===== config.mk =====
export PLATFORM = sky130hd
export DESIGN_NAME = tga_rle_pixel_decoder_unit
export DESIGN_NICKNAME = d
export VERILOG_FILES = /design/src/hdl/trd_pkg.sv /design/src/hdl/trd_regs.sv /design/src/hdl/trd_front.sv /design/src/hdl/trd_queue.sv /design/src/hdl/trd_back.sv /design/src/hdl/tga_rle_pixel_decoder_unit.sv
export VERILOG_INCLUDE_DIRS = /design/src /design/src/hdl
export SDC_FILE = /design/constraint.sdc
export NUM_CORES = 2
export LEC_CHECK = 0
export ABC_AREA = 0
export BUFFER_PORTS_ARGS = -buffer_cell sky130_fd_sc_hd__buf_2
export CORE_MARGIN = 1.5
export CORE_UTILIZATION = 30
export DETAILED_ROUTE_END_ITERATION = 6
export PLACE_DENSITY = 0.43
export SETUP_SLACK_MARGIN = 0.05
export SKIP_LAST_GASP = 1
export SLEW_MARGIN = 0
export SYNTH_ARGS = -nofsm -noshare
export SYNTH_HDL_FRONTEND = slang
export SYNTH_SLANG_ARGS = --single-unit

===== constraint.sdc =====
create_clock -name clk -period 8.8 [get_ports clk]
set_clock_uncertainty 0.1 [all_clocks]
set_input_delay 1.32 -clock clk [delete_from_list [all_inputs] [get_ports clk]]
set_output_delay 1.32 -clock clk [all_outputs]
set_load 0.1 [all_outputs]

===== src/hdl/tga_rle_pixel_decoder_unit_defines.svh =====
// Assertion macros shared by the TGA RLE pixel decoder modules.
`ifndef TGA_RLE_PIXEL_DECODER_UNIT_DEFINES_SVH
`define TGA_RLE_PIXEL_DECODER_UNIT_DEFINES_SVH

// Same-cycle implication, sampled on clk, off while arst_n is low.
`define TRD_ASSERT_NOW(lbl, ante, cons, msg) \
	lbl: assert property (@(posedge clk) disable iff (!arst_n) (ante) |-> (cons)) \
		else $error(msg);

// Next-cycle implication, sampled on clk, off while arst_n is low.
`define TRD_ASSERT_NEXT(lbl, ante, cons, msg) \
	lbl: assert property (@(posedge clk) disable iff (!arst_n) (ante) |=> (cons)) \
		else $error(msg);

`endif


===== src/hdl/trd_pkg.sv =====
// Types, constants and register codes of the TGA RLE pixel decoder.
`timescale 1ns / 1ps

package trd_pkg;

	// Result queue depth between decoder and output stage
	localparam int QUEUE_DEPTH = 2;

	// Configuration port
	localparam int PADDR_W = 4;
	localparam int PDATA_W = 32;

	// Configuration reset values
	localparam logic [15:0] WIDTH_RST  = 16'd1;
	localparam logic [15:0] HEIGHT_RST = 16'd1;
	localparam logic [2:0]  BPP_RST    = 3'd3;
	localparam logic        MODE_RST   = 1'b1;
	localparam logic [31:0] TOTAL_RST  = 32'(WIDTH_RST) * 32'(HEIGHT_RST);

	// Packet header decode
	localparam logic [7:0] RUN_BIAS = 8'd127;
	localparam logic [2:0] BPP_FOUR = 3'd4;

	// Register indexes (byte address / 4)
	typedef enum logic [1:0] {
		REG_WIDTH  = 2'd0,
		REG_HEIGHT = 2'd1,
		REG_BPP    = 2'd2,
		REG_MODE   = 2'd3
	} reg_idx_t;

	typedef struct packed {
		logic [15:0] image_width;
		logic [15:0] image_height;
		logic [2:0]  bytes_per_pixel;
		logic        compressed_mode;
		// width times height, updated together with the size registers
		logic [31:0] image_total;
	} cfg_t;

	// One decoded run
	typedef struct packed {
		logic [7:0] red;
		logic [7:0] green;
		logic [7:0] blue;
		logic [7:0] alpha;
		logic [7:0] repeat_count;
		logic       last_run;
		logic       run_clamped;
	} res_t;

	// Queue status seen by the decoder and the output stage
	typedef struct packed {
		logic full;
		logic empty;
	} q_stat_t;

endpackage


===== src/hdl/trd_regs.sv =====
// Configuration register file with an APB-style access port.
`timescale 1ns / 1ps

module trd_regs (
	input  logic                        clk,
	input  logic                        arst_n,
	input  logic                        psel,
	input  logic                        penable,
	input  logic                        pwrite,
	input  logic [trd_pkg::PADDR_W-1:0] paddr,
	input  logic [trd_pkg::PDATA_W-1:0] pwdata,
	output logic [trd_pkg::PDATA_W-1:0] prdata,
	output trd_pkg::cfg_t               cfg
);

	trd_pkg::cfg_t    cfg_q;
	trd_pkg::reg_idx_t idx;
	logic             wr_en;

	assign idx   = trd_pkg::reg_idx_t'(paddr[3:2]);
	assign wr_en = psel && penable && pwrite;

	// Register writes; the pixel total follows each size write
	always_ff @(posedge clk or negedge arst_n) begin
		if (!arst_n) begin
			cfg_q.image_width     <= trd_pkg::WIDTH_RST;
			cfg_q.image_height    <= trd_pkg::HEIGHT_RST;
			cfg_q.bytes_per_pixel <= trd_pkg::BPP_RST;
			cfg_q.compressed_mode <= trd_pkg::MODE_RST;
			cfg_q.image_total     <= trd_pkg::TOTAL_RST;
		end else if (wr_en) begin
			case (idx)
				trd_pkg::REG_WIDTH: begin
					cfg_q.image_width <= pwdata[15:0];
					cfg_q.image_total <= {16'd0, pwdata[15:0]} *
					                     {16'd0, cfg_q.image_height};
				end
				trd_pkg::REG_HEIGHT: begin
					cfg_q.image_height <= pwdata[15:0];
					cfg_q.image_total  <= {16'd0, cfg_q.image_width} *
					                      {16'd0, pwdata[15:0]};
				end
				trd_pkg::REG_BPP:    cfg_q.bytes_per_pixel <= pwdata[2:0];
				trd_pkg::REG_MODE:   cfg_q.compressed_mode <= pwdata[0];
				default: ;
			endcase
		end
	end

	// Read mux
	always_comb begin
		prdata = '0;
		case (idx)
			trd_pkg::REG_WIDTH:  prdata = {16'd0, cfg_q.image_width};
			trd_pkg::REG_HEIGHT: prdata = {16'd0, cfg_q.image_height};
			trd_pkg::REG_BPP:    prdata = {29'd0, cfg_q.bytes_per_pixel};
			trd_pkg::REG_MODE:   prdata = {31'd0, cfg_q.compressed_mode};
			default:             prdata = '0;
		endcase
	end

	assign cfg = cfg_q;

endmodule


===== src/hdl/trd_front.sv =====
// Decoder front end: takes bytes, parses packet headers, assembles pixels, emits runs.
`timescale 1ns / 1ps
`include "tga_rle_pixel_decoder_unit_defines.svh"

module trd_front (
	input  logic            clk,
	input  logic            arst_n,
	input  trd_pkg::cfg_t   cfg,
	input  logic            data_valid,
	output logic            data_stall,
	input  logic [7:0]      data_byte,
	input  trd_pkg::q_stat_t q_stat,
	output logic            res_valid,
	output trd_pkg::res_t   res_item
);

	// Decoder state
	logic        expect_header_q;
	logic        run_packet_q;
	logic [7:0]  left_q;
	logic [1:0]  bip_q;
	logic [23:0] color_q;
	logic [7:0]  alpha_q;
	logic [31:0] done_q;

	logic        accept;
	logic        is_header;
	logic        bpp4;
	logic        pixel_end;
	logic [23:0] color_nx;
	logic [7:0]  alpha_nx;
	logic [31:0] remaining;
	logic [7:0]  left_eff;
	logic [7:0]  count;
	logic        last;
	logic        clamped;
	logic [31:0] done_add;

	assign data_stall = q_stat.full;
	assign accept     = data_valid && !data_stall;
	assign is_header  = cfg.compressed_mode && expect_header_q;
	assign bpp4       = (cfg.bytes_per_pixel == trd_pkg::BPP_FOUR);
	assign pixel_end  = bpp4 ? (bip_q == 2'd3) : (bip_q >= 2'd2);

	// Pixel byte gather
	always_comb begin
		color_nx = color_q;
		alpha_nx = alpha_q;
		case (bip_q)
			2'd0: begin
				color_nx = {16'd0, data_byte};
				alpha_nx = 8'd0;
			end
			2'd1: color_nx = color_q | {8'd0, data_byte, 8'd0};
			2'd2: color_nx = color_q | {data_byte, 16'd0};
			2'd3: alpha_nx = data_byte;
			default: ;
		endcase
	end

	// Run sizing against the pixels that remain
	always_comb begin
		remaining = (cfg.image_total > done_q) ? (cfg.image_total - done_q) : 32'd1;
		left_eff  = (left_q == 8'd0) ? 8'd1 : left_q;
		count     = 8'd1;
		clamped   = 1'b0;
		last      = (remaining == 32'd1);
		if (cfg.compressed_mode) begin
			if (run_packet_q) begin
				clamped = ({24'd0, left_eff} > remaining);
				count   = clamped ? remaining[7:0] : left_eff;
				last    = ({24'd0, count} == remaining);
			end else begin
				clamped = last && (left_eff > 8'd1);
			end
		end
		done_add = done_q + {24'd0, count};
	end

	assign res_valid = accept && !is_header && pixel_end;

	always_comb begin
		res_item.red          = color_nx[23:16];
		res_item.green        = color_nx[15:8];
		res_item.blue         = color_nx[7:0];
		res_item.alpha        = alpha_nx;
		res_item.repeat_count = count;
		res_item.last_run     = last;
		res_item.run_clamped  = clamped;
	end

	// State update
	always_ff @(posedge clk or negedge arst_n) begin
		if (!arst_n) begin
			expect_header_q <= 1'b1;
			run_packet_q    <= 1'b0;
			left_q          <= 8'd0;
			bip_q           <= 2'd0;
			color_q         <= 24'd0;
			alpha_q         <= 8'd0;
			done_q          <= 32'd0;
		end else if (accept) begin
			if (is_header) begin
				run_packet_q    <= data_byte[7];
				left_q          <= data_byte[7] ? (data_byte - trd_pkg::RUN_BIAS)
				                                : (data_byte + 8'd1);
				expect_header_q <= 1'b0;
				bip_q           <= 2'd0;
			end else if (!pixel_end) begin
				color_q <= color_nx;
				alpha_q <= alpha_nx;
				bip_q   <= bip_q + 2'd1;
			end else if (last) begin
				// image complete: back to start
				expect_header_q <= 1'b1;
				run_packet_q    <= 1'b0;
				left_q          <= 8'd0;
				bip_q           <= 2'd0;
				color_q         <= 24'd0;
				alpha_q         <= 8'd0;
				done_q          <= 32'd0;
			end else begin
				color_q <= color_nx;
				alpha_q <= alpha_nx;
				bip_q   <= 2'd0;
				done_q  <= done_add;
				if (cfg.compressed_mode) begin
					if (run_packet_q) begin
						left_q          <= 8'd0;
						expect_header_q <= 1'b1;
					end else begin
						left_q          <= left_eff - 8'd1;
						expect_header_q <= (left_eff == 8'd1);
					end
				end
			end
		end
	end

	`TRD_ASSERT_NEXT(a_clear_after_last, res_valid && res_item.last_run,
		expect_header_q && (done_q == 32'd0) && (bip_q == 2'd0),
		"decoder state not cleared after last run")
	`TRD_ASSERT_NOW(a_clamp_is_last, res_valid && res_item.run_clamped,
		res_item.last_run, "clamped run not marked last")
	`TRD_ASSERT_NOW(a_count_nonzero, res_valid,
		(res_item.repeat_count != 8'd0) && (res_item.repeat_count <= 8'd128),
		"repeat count out of range")

endmodule


===== src/hdl/trd_queue.sv =====
// Small flop-based queue of decoded runs between decoder and output stage.
`timescale 1ns / 1ps
`include "tga_rle_pixel_decoder_unit_defines.svh"

module trd_queue #(
	parameter int DEPTH = trd_pkg::QUEUE_DEPTH
) (
	input  logic             clk,
	input  logic             arst_n,
	input  logic             push,
	input  trd_pkg::res_t    push_item,
	input  logic             pop,
	output trd_pkg::res_t    head,
	output trd_pkg::q_stat_t q_stat
);

	localparam int PW = $clog2(DEPTH);
	localparam int CW = $clog2(DEPTH + 1);

	trd_pkg::res_t   mem_q [DEPTH];
	logic [PW-1:0]   wr_ptr_q;
	logic [PW-1:0]   rd_ptr_q;
	logic [CW-1:0]   count_q;

	assign q_stat.full  = (count_q == CW'(DEPTH));
	assign q_stat.empty = (count_q == '0);
	assign head         = mem_q[rd_ptr_q];

	// Storage
	always_ff @(posedge clk) begin
		if (push) begin
			mem_q[wr_ptr_q] <= push_item;
		end
	end

	// Pointers and fill count
	always_ff @(posedge clk or negedge arst_n) begin
		if (!arst_n) begin
			wr_ptr_q <= '0;
			rd_ptr_q <= '0;
			count_q  <= '0;
		end else begin
			if (push) begin
				wr_ptr_q <= (wr_ptr_q == PW'(DEPTH - 1)) ? '0 : wr_ptr_q + PW'(1);
			end
			if (pop) begin
				rd_ptr_q <= (rd_ptr_q == PW'(DEPTH - 1)) ? '0 : rd_ptr_q + PW'(1);
			end
			if (push && !pop) begin
				count_q <= count_q + CW'(1);
			end else if (pop && !push) begin
				count_q <= count_q - CW'(1);
			end
		end
	end

	`TRD_ASSERT_NOW(a_no_overflow, push, !q_stat.full, "push into full queue")
	`TRD_ASSERT_NOW(a_no_underflow, pop, !q_stat.empty, "pop from empty queue")
	`TRD_ASSERT_NOW(a_count_bound, 1'b1, count_q <= CW'(DEPTH), "queue count past depth")

endmodule


===== src/hdl/trd_back.sv =====
// Output stage: drains the run queue into the registered result channel.
`timescale 1ns / 1ps

module trd_back (
	input  logic             clk,
	input  logic             arst_n,
	input  trd_pkg::res_t    head,
	input  trd_pkg::q_stat_t q_stat,
	output logic             pop,
	output logic             result_valid,
	input  logic             result_stall,
	output trd_pkg::res_t    result_item
);

	logic          valid_q;
	trd_pkg::res_t item_q;

	// Load when the output register is empty or being taken
	assign pop = !q_stat.empty && (!valid_q || !result_stall);

	always_ff @(posedge clk or negedge arst_n) begin
		if (!arst_n) begin
			valid_q <= 1'b0;
		end else if (!valid_q || !result_stall) begin
			valid_q <= !q_stat.empty;
		end
	end

	always_ff @(posedge clk) begin
		if (pop) begin
			item_q <= head;
		end
	end

	assign result_valid = valid_q;
	assign result_item  = item_q;

endmodule


===== src/hdl/tga_rle_pixel_decoder_unit.sv =====
// Top level of the TGA run-length pixel decoder.
`timescale 1ns / 1ps
// Usage:
//   Input channel (data_valid / data_stall / data_byte) takes the pixel data
//   of a TGA image, one byte per item, one item per cycle while data_stall is low.
//   Output channel (result_valid / result_stall and the color fields) gives one
//   item per run: red, green, blue, alpha, repeat_count, last_run, run_clamped.
//   Width, height, bytes per pixel and mode sit in APB registers at byte
//   addresses 0, 4, 8 and 12; write them only while the block is idle.
// Timing:
//   The byte that completes a pixel puts its result into the run queue, and
//   from there it moves into the output register.
//   Throughput is one byte per cycle while data_stall is low.
//   A run queue of QUEUE_DEPTH items sits between decoder and output register;
//   when the receiver stalls, the queue fills and then data_stall rises.
// Reset:
//   arst_n clears the decoder to wait for a packet header and loads the
//   registers with width 1, height 1, 3 bytes per pixel, compressed mode.
//   After the last pixel of an image the decoder returns to that start state.

module tga_rle_pixel_decoder_unit #(
	parameter int QUEUE_DEPTH = trd_pkg::QUEUE_DEPTH
) (
	input  logic                        clk,
	input  logic                        arst_n,
	// configuration
	input  logic                        psel,
	input  logic                        penable,
	input  logic                        pwrite,
	input  logic [trd_pkg::PADDR_W-1:0] paddr,
	input  logic [trd_pkg::PDATA_W-1:0] pwdata,
	output logic [trd_pkg::PDATA_W-1:0] prdata,
	output logic                        pready,
	// byte input
	input  logic                        data_valid,
	output logic                        data_stall,
	input  logic [7:0]                  data_byte,
	// run output
	output logic                        result_valid,
	input  logic                        result_stall,
	output logic [7:0]                  red,
	output logic [7:0]                  green,
	output logic [7:0]                  blue,
	output logic [7:0]                  alpha,
	output logic [7:0]                  repeat_count,
	output logic                        last_run,
	output logic                        run_clamped
);

	trd_pkg::cfg_t    cfg;
	trd_pkg::q_stat_t q_stat;
	trd_pkg::res_t    res_item;
	trd_pkg::res_t    head;
	trd_pkg::res_t    out_item;
	logic             res_valid;
	logic             pop;

	assign pready = 1'b1;

	trd_regs u_regs (
		.clk     (clk),
		.arst_n  (arst_n),
		.psel    (psel),
		.penable (penable),
		.pwrite  (pwrite),
		.paddr   (paddr),
		.pwdata  (pwdata),
		.prdata  (prdata),
		.cfg     (cfg)
	);

	trd_front u_front (
		.clk        (clk),
		.arst_n     (arst_n),
		.cfg        (cfg),
		.data_valid (data_valid),
		.data_stall (data_stall),
		.data_byte  (data_byte),
		.q_stat     (q_stat),
		.res_valid  (res_valid),
		.res_item   (res_item)
	);

	trd_queue #(
		.DEPTH (QUEUE_DEPTH)
	) u_queue (
		.clk       (clk),
		.arst_n    (arst_n),
		.push      (res_valid),
		.push_item (res_item),
		.pop       (pop),
		.head      (head),
		.q_stat    (q_stat)
	);

	trd_back u_back (
		.clk          (clk),
		.arst_n       (arst_n),
		.head         (head),
		.q_stat       (q_stat),
		.pop          (pop),
		.result_valid (result_valid),
		.result_stall (result_stall),
		.result_item  (out_item)
	);

	// Output fields
	assign red          = out_item.red;
	assign green        = out_item.green;
	assign blue         = out_item.blue;
	assign alpha        = out_item.alpha;
	assign repeat_count = out_item.repeat_count;
	assign last_run     = out_item.last_run;
	assign run_clamped  = out_item.run_clamped;

endmodule


==> results.md <==
* Share of layout cells above drive strength 1 at 0.0997
* Worst Path Max Fanout at 21
* Global placement routability congestion at 0.866
* # setup viols final at 0
* Hold Slack at 0.401 ns
* Die H at 329 µm
* Hold Crit Depth at 2
* Hold endpoint: u_regs.cfg[10]$_DFFE_PN0P_
* Full die area at 108,000 µm²
* Status: complete, but fails checks
* Drt pass-1 iters at 7
* DIE WIDTH at 329 µm
* First-pass GRT wire length at 148 mm
* Grt ovf at 0
* Mean area per synthesized cell at 9.31 µm²
* Max Cap Violations at 0
* Total wire length at 92.8 mm
* Min Tclk post-route at 7.91 ns
* CTS root buf: clkbuf_16
* Commonest register cell after synthesis: dfrtp_1
* IO buf count at 92
* CTS H-tree lvls at 2
* Worst-Skew Late Latency at 0.58 ns
* Number of global-route vias before repair at 24,928
* Slew Limit Headroom at 0.246
* Layout Nets at 4,137
* Area growth, synth to finish at 9.57%
* Tot GR Track Use at 0.176
* Setup Crit Path Kind: in2reg
* RSZ-0062 raised after global routing: false
* R2R Path Start: u_regs.cfg[0]$_DFFE_PN1P_
* Synthesized flop and latch total at 275
* Sequential area share after synthesis at 0.235
* FF-to-FF setup slack at 1.09 ns
* DR vias/cell at 4.90
* Critical path startpoint category: input port
* Crit. End Element: register
* Failing checks: design-rule violations
* HPWL after detailed placement at 70.9 mm
* Detailed-route via count at 23,781
* List of most frequent post-synthesis cells: inv_1, nand2_1, fa_1, ha_1, and2_1
* Clk sink count at 275
* Synth top area share at 0.244
* Post-synth EDFFs at 126
* Critical Path RT at 9.14 ns
* Yosys warning total at 0
* Hold crit path type: reg2reg
* Maximum clock rate at 126 MHz
* Worst R2R End: u_front.done_q[30]$_DFFE_PN0P_
* Wire per inst at 19.1 µm
* Starting Density at 0.303
* Filler cells at 11,092
* # hold bufs at CTS at 0
* FF-to-FF path depth at 36
* Antenna-violating nets left at 0
* Slew Limit Fails at 0
* Site Rows at 119
* CTS tree: done
* Most common cell in the netlist: inv_1
* Largest net degree at the start of global routing at 62
* Num CTS Buffers at 36
* Async S/R FF share, synth at 0.542
* DRT iter0 DRCs at 1,440
* Post-cts resize count at 0
* HP Start: u_regs.cfg[10]$_DFFE_PN0P_
* Initial antenna violation count at 4
* Cell area after synthesis at 31,900 µm²
* Cell variety after synth at 95
* CP arrival at 8.25 ns
* Setup TNS at 0 ns
* Measured slew at the worst slew-check pin at 1.13 ns
* Final Cycle Share at 0.898
* Final Hold Viols at 0
* DRC viols at 20
* Largest cells by area after synthesis: fa_1, edfxtp_1, dfrtp_1
* Bufs on Longest Clock Path at 3
* Clk pin slew, worst setup/hold paths at 0.05 ns
* Ports at 128
* Synth area leader: fa_1
* Post-CTS setup buffers at 0
* Cell count after synthesis at 3,431
* Core area at 105,000 µm²
==> placed cells by master (no fill, tap or decap), types with 77 or more instances in the layout <==
master,n
nor2_1,161
buf_2,91
o21ai_0,95
inv_1,515
ha_1,264
xnor2_1,77
nand2_1,488
edfxtp_1,126
dfrtp_1,141
a21oi_1,125
mux2_2,80
and2_1,180
fa_1,390
==> worst max-delay path, cell delays in order <==
cell and delay, ns:
buf_2 0.49, buf_4 0.32, nand2_1 0.09, fa_1 0.52, inv_1 0.06, fa_1 0.46, fa_1 0.50, fa_1 0.55
inv_1 0.05, fa_1 0.47, inv_1 0.05, fa_1 0.43, ha_1 0.34, and4_1 0.19, and3_1 0.19, a221oi_1 0.38
o41a_1 0.35, nor3_1 0.13, o41ai_1 0.44, nand2b_1 0.21, mux2i_1 0.23, xnor2_1 0.13, a221o_1 0.33
==> flip-flops by register name, indices dropped and copies added, names as in the netlist, 2 cells and up <==
register            flops
u_front.bip_q           2
u_front.alpha_q         8
u_queue.mem_q          84
u_queue.count_q         2
u_back.result_item     42
u_regs.cfg             68
u_front.color_q        24
u_front.done_q         32
u_front.left_q          8
==> cell type report <==
| class | count | area (µm²) | share of cell area |
|---|---|---|---|
| tap | 1391 | 1740 | 0.0497 |
| antenna | 1 | 2.50 | 0.0000715 |
| clock buffer | 42 | 933 | 0.0267 |
| multi-input combinational | 2443 | 21600 | 0.618 |
| timing repair buffer | 159 | 982 | 0.0281 |
| sequential | 275 | 7520 | 0.215 |
| inverter | 517 | 1940 | 0.0554 |
| clock inverter | 24 | 260 | 0.00744 |
==> logic make-up after synthesis <==
kind of cell,after synthesis,share of synthesized area
fa+ha+maj,654,0.348
xor+xnor,102,0.0280
simple gates,1062,0.155
mux,109,0.0378
compound gates,499,0.105
flops,275,0.235
other cells,2,0.000235
buf+inv,728,0.0903
==> per-layer routing <==
layer,vias to the layer above,GRT usage,part of all wire
met2,486,0.290,0.46
li1,11105,-,-
met4,4,0.0408,0.024
met1,12069,0.246,0.47
met3,117,0.0226,0.044
met5,-,0,0.00033
==> worst max path at each step <==
| stage | start | to | slack (ns) |
|---|---|---|---|
| finish | pwdata[6] | u_regs.cfg[31]$_DFFE_PN0P_ | 0.89 |
| global route | u_regs.cfg[0]$_DFFE_PN1P_ | u_front.done_q[30]$_DFFE_PN0P_ | 0.39 |
| detailed placement | pwdata[4] | u_regs.cfg[31]$_DFFE_PN0P_ | 0.40 |
| floorplan | pwdata[9] | u_regs.cfg[31]$_DFFE_PN0P_ | 1.09 |
| global placement | pwdata[4] | u_regs.cfg[31]$_DFFE_PN0P_ | 0.31 |
| CTS | pwdata[4] | u_regs.cfg[31]$_DFFE_PN0P_ | 0.94 |
==> metrics by stage <==
step                instances   util  setup WS (ns)  cell area, µm²
finish                   4852  0.332          0.895           35000
global route             4851  0.332          0.386           35000
CTS                      4851  0.332          0.936           35000
detailed placement       4785  0.321          0.402           33800
global placement         4785  0.321          0.314           33800
floorplan                3446      -           1.09           32000
Power is not shown: default switching activity piles up to over one toggle a cycle in this logic, so the estimate is an artifact.
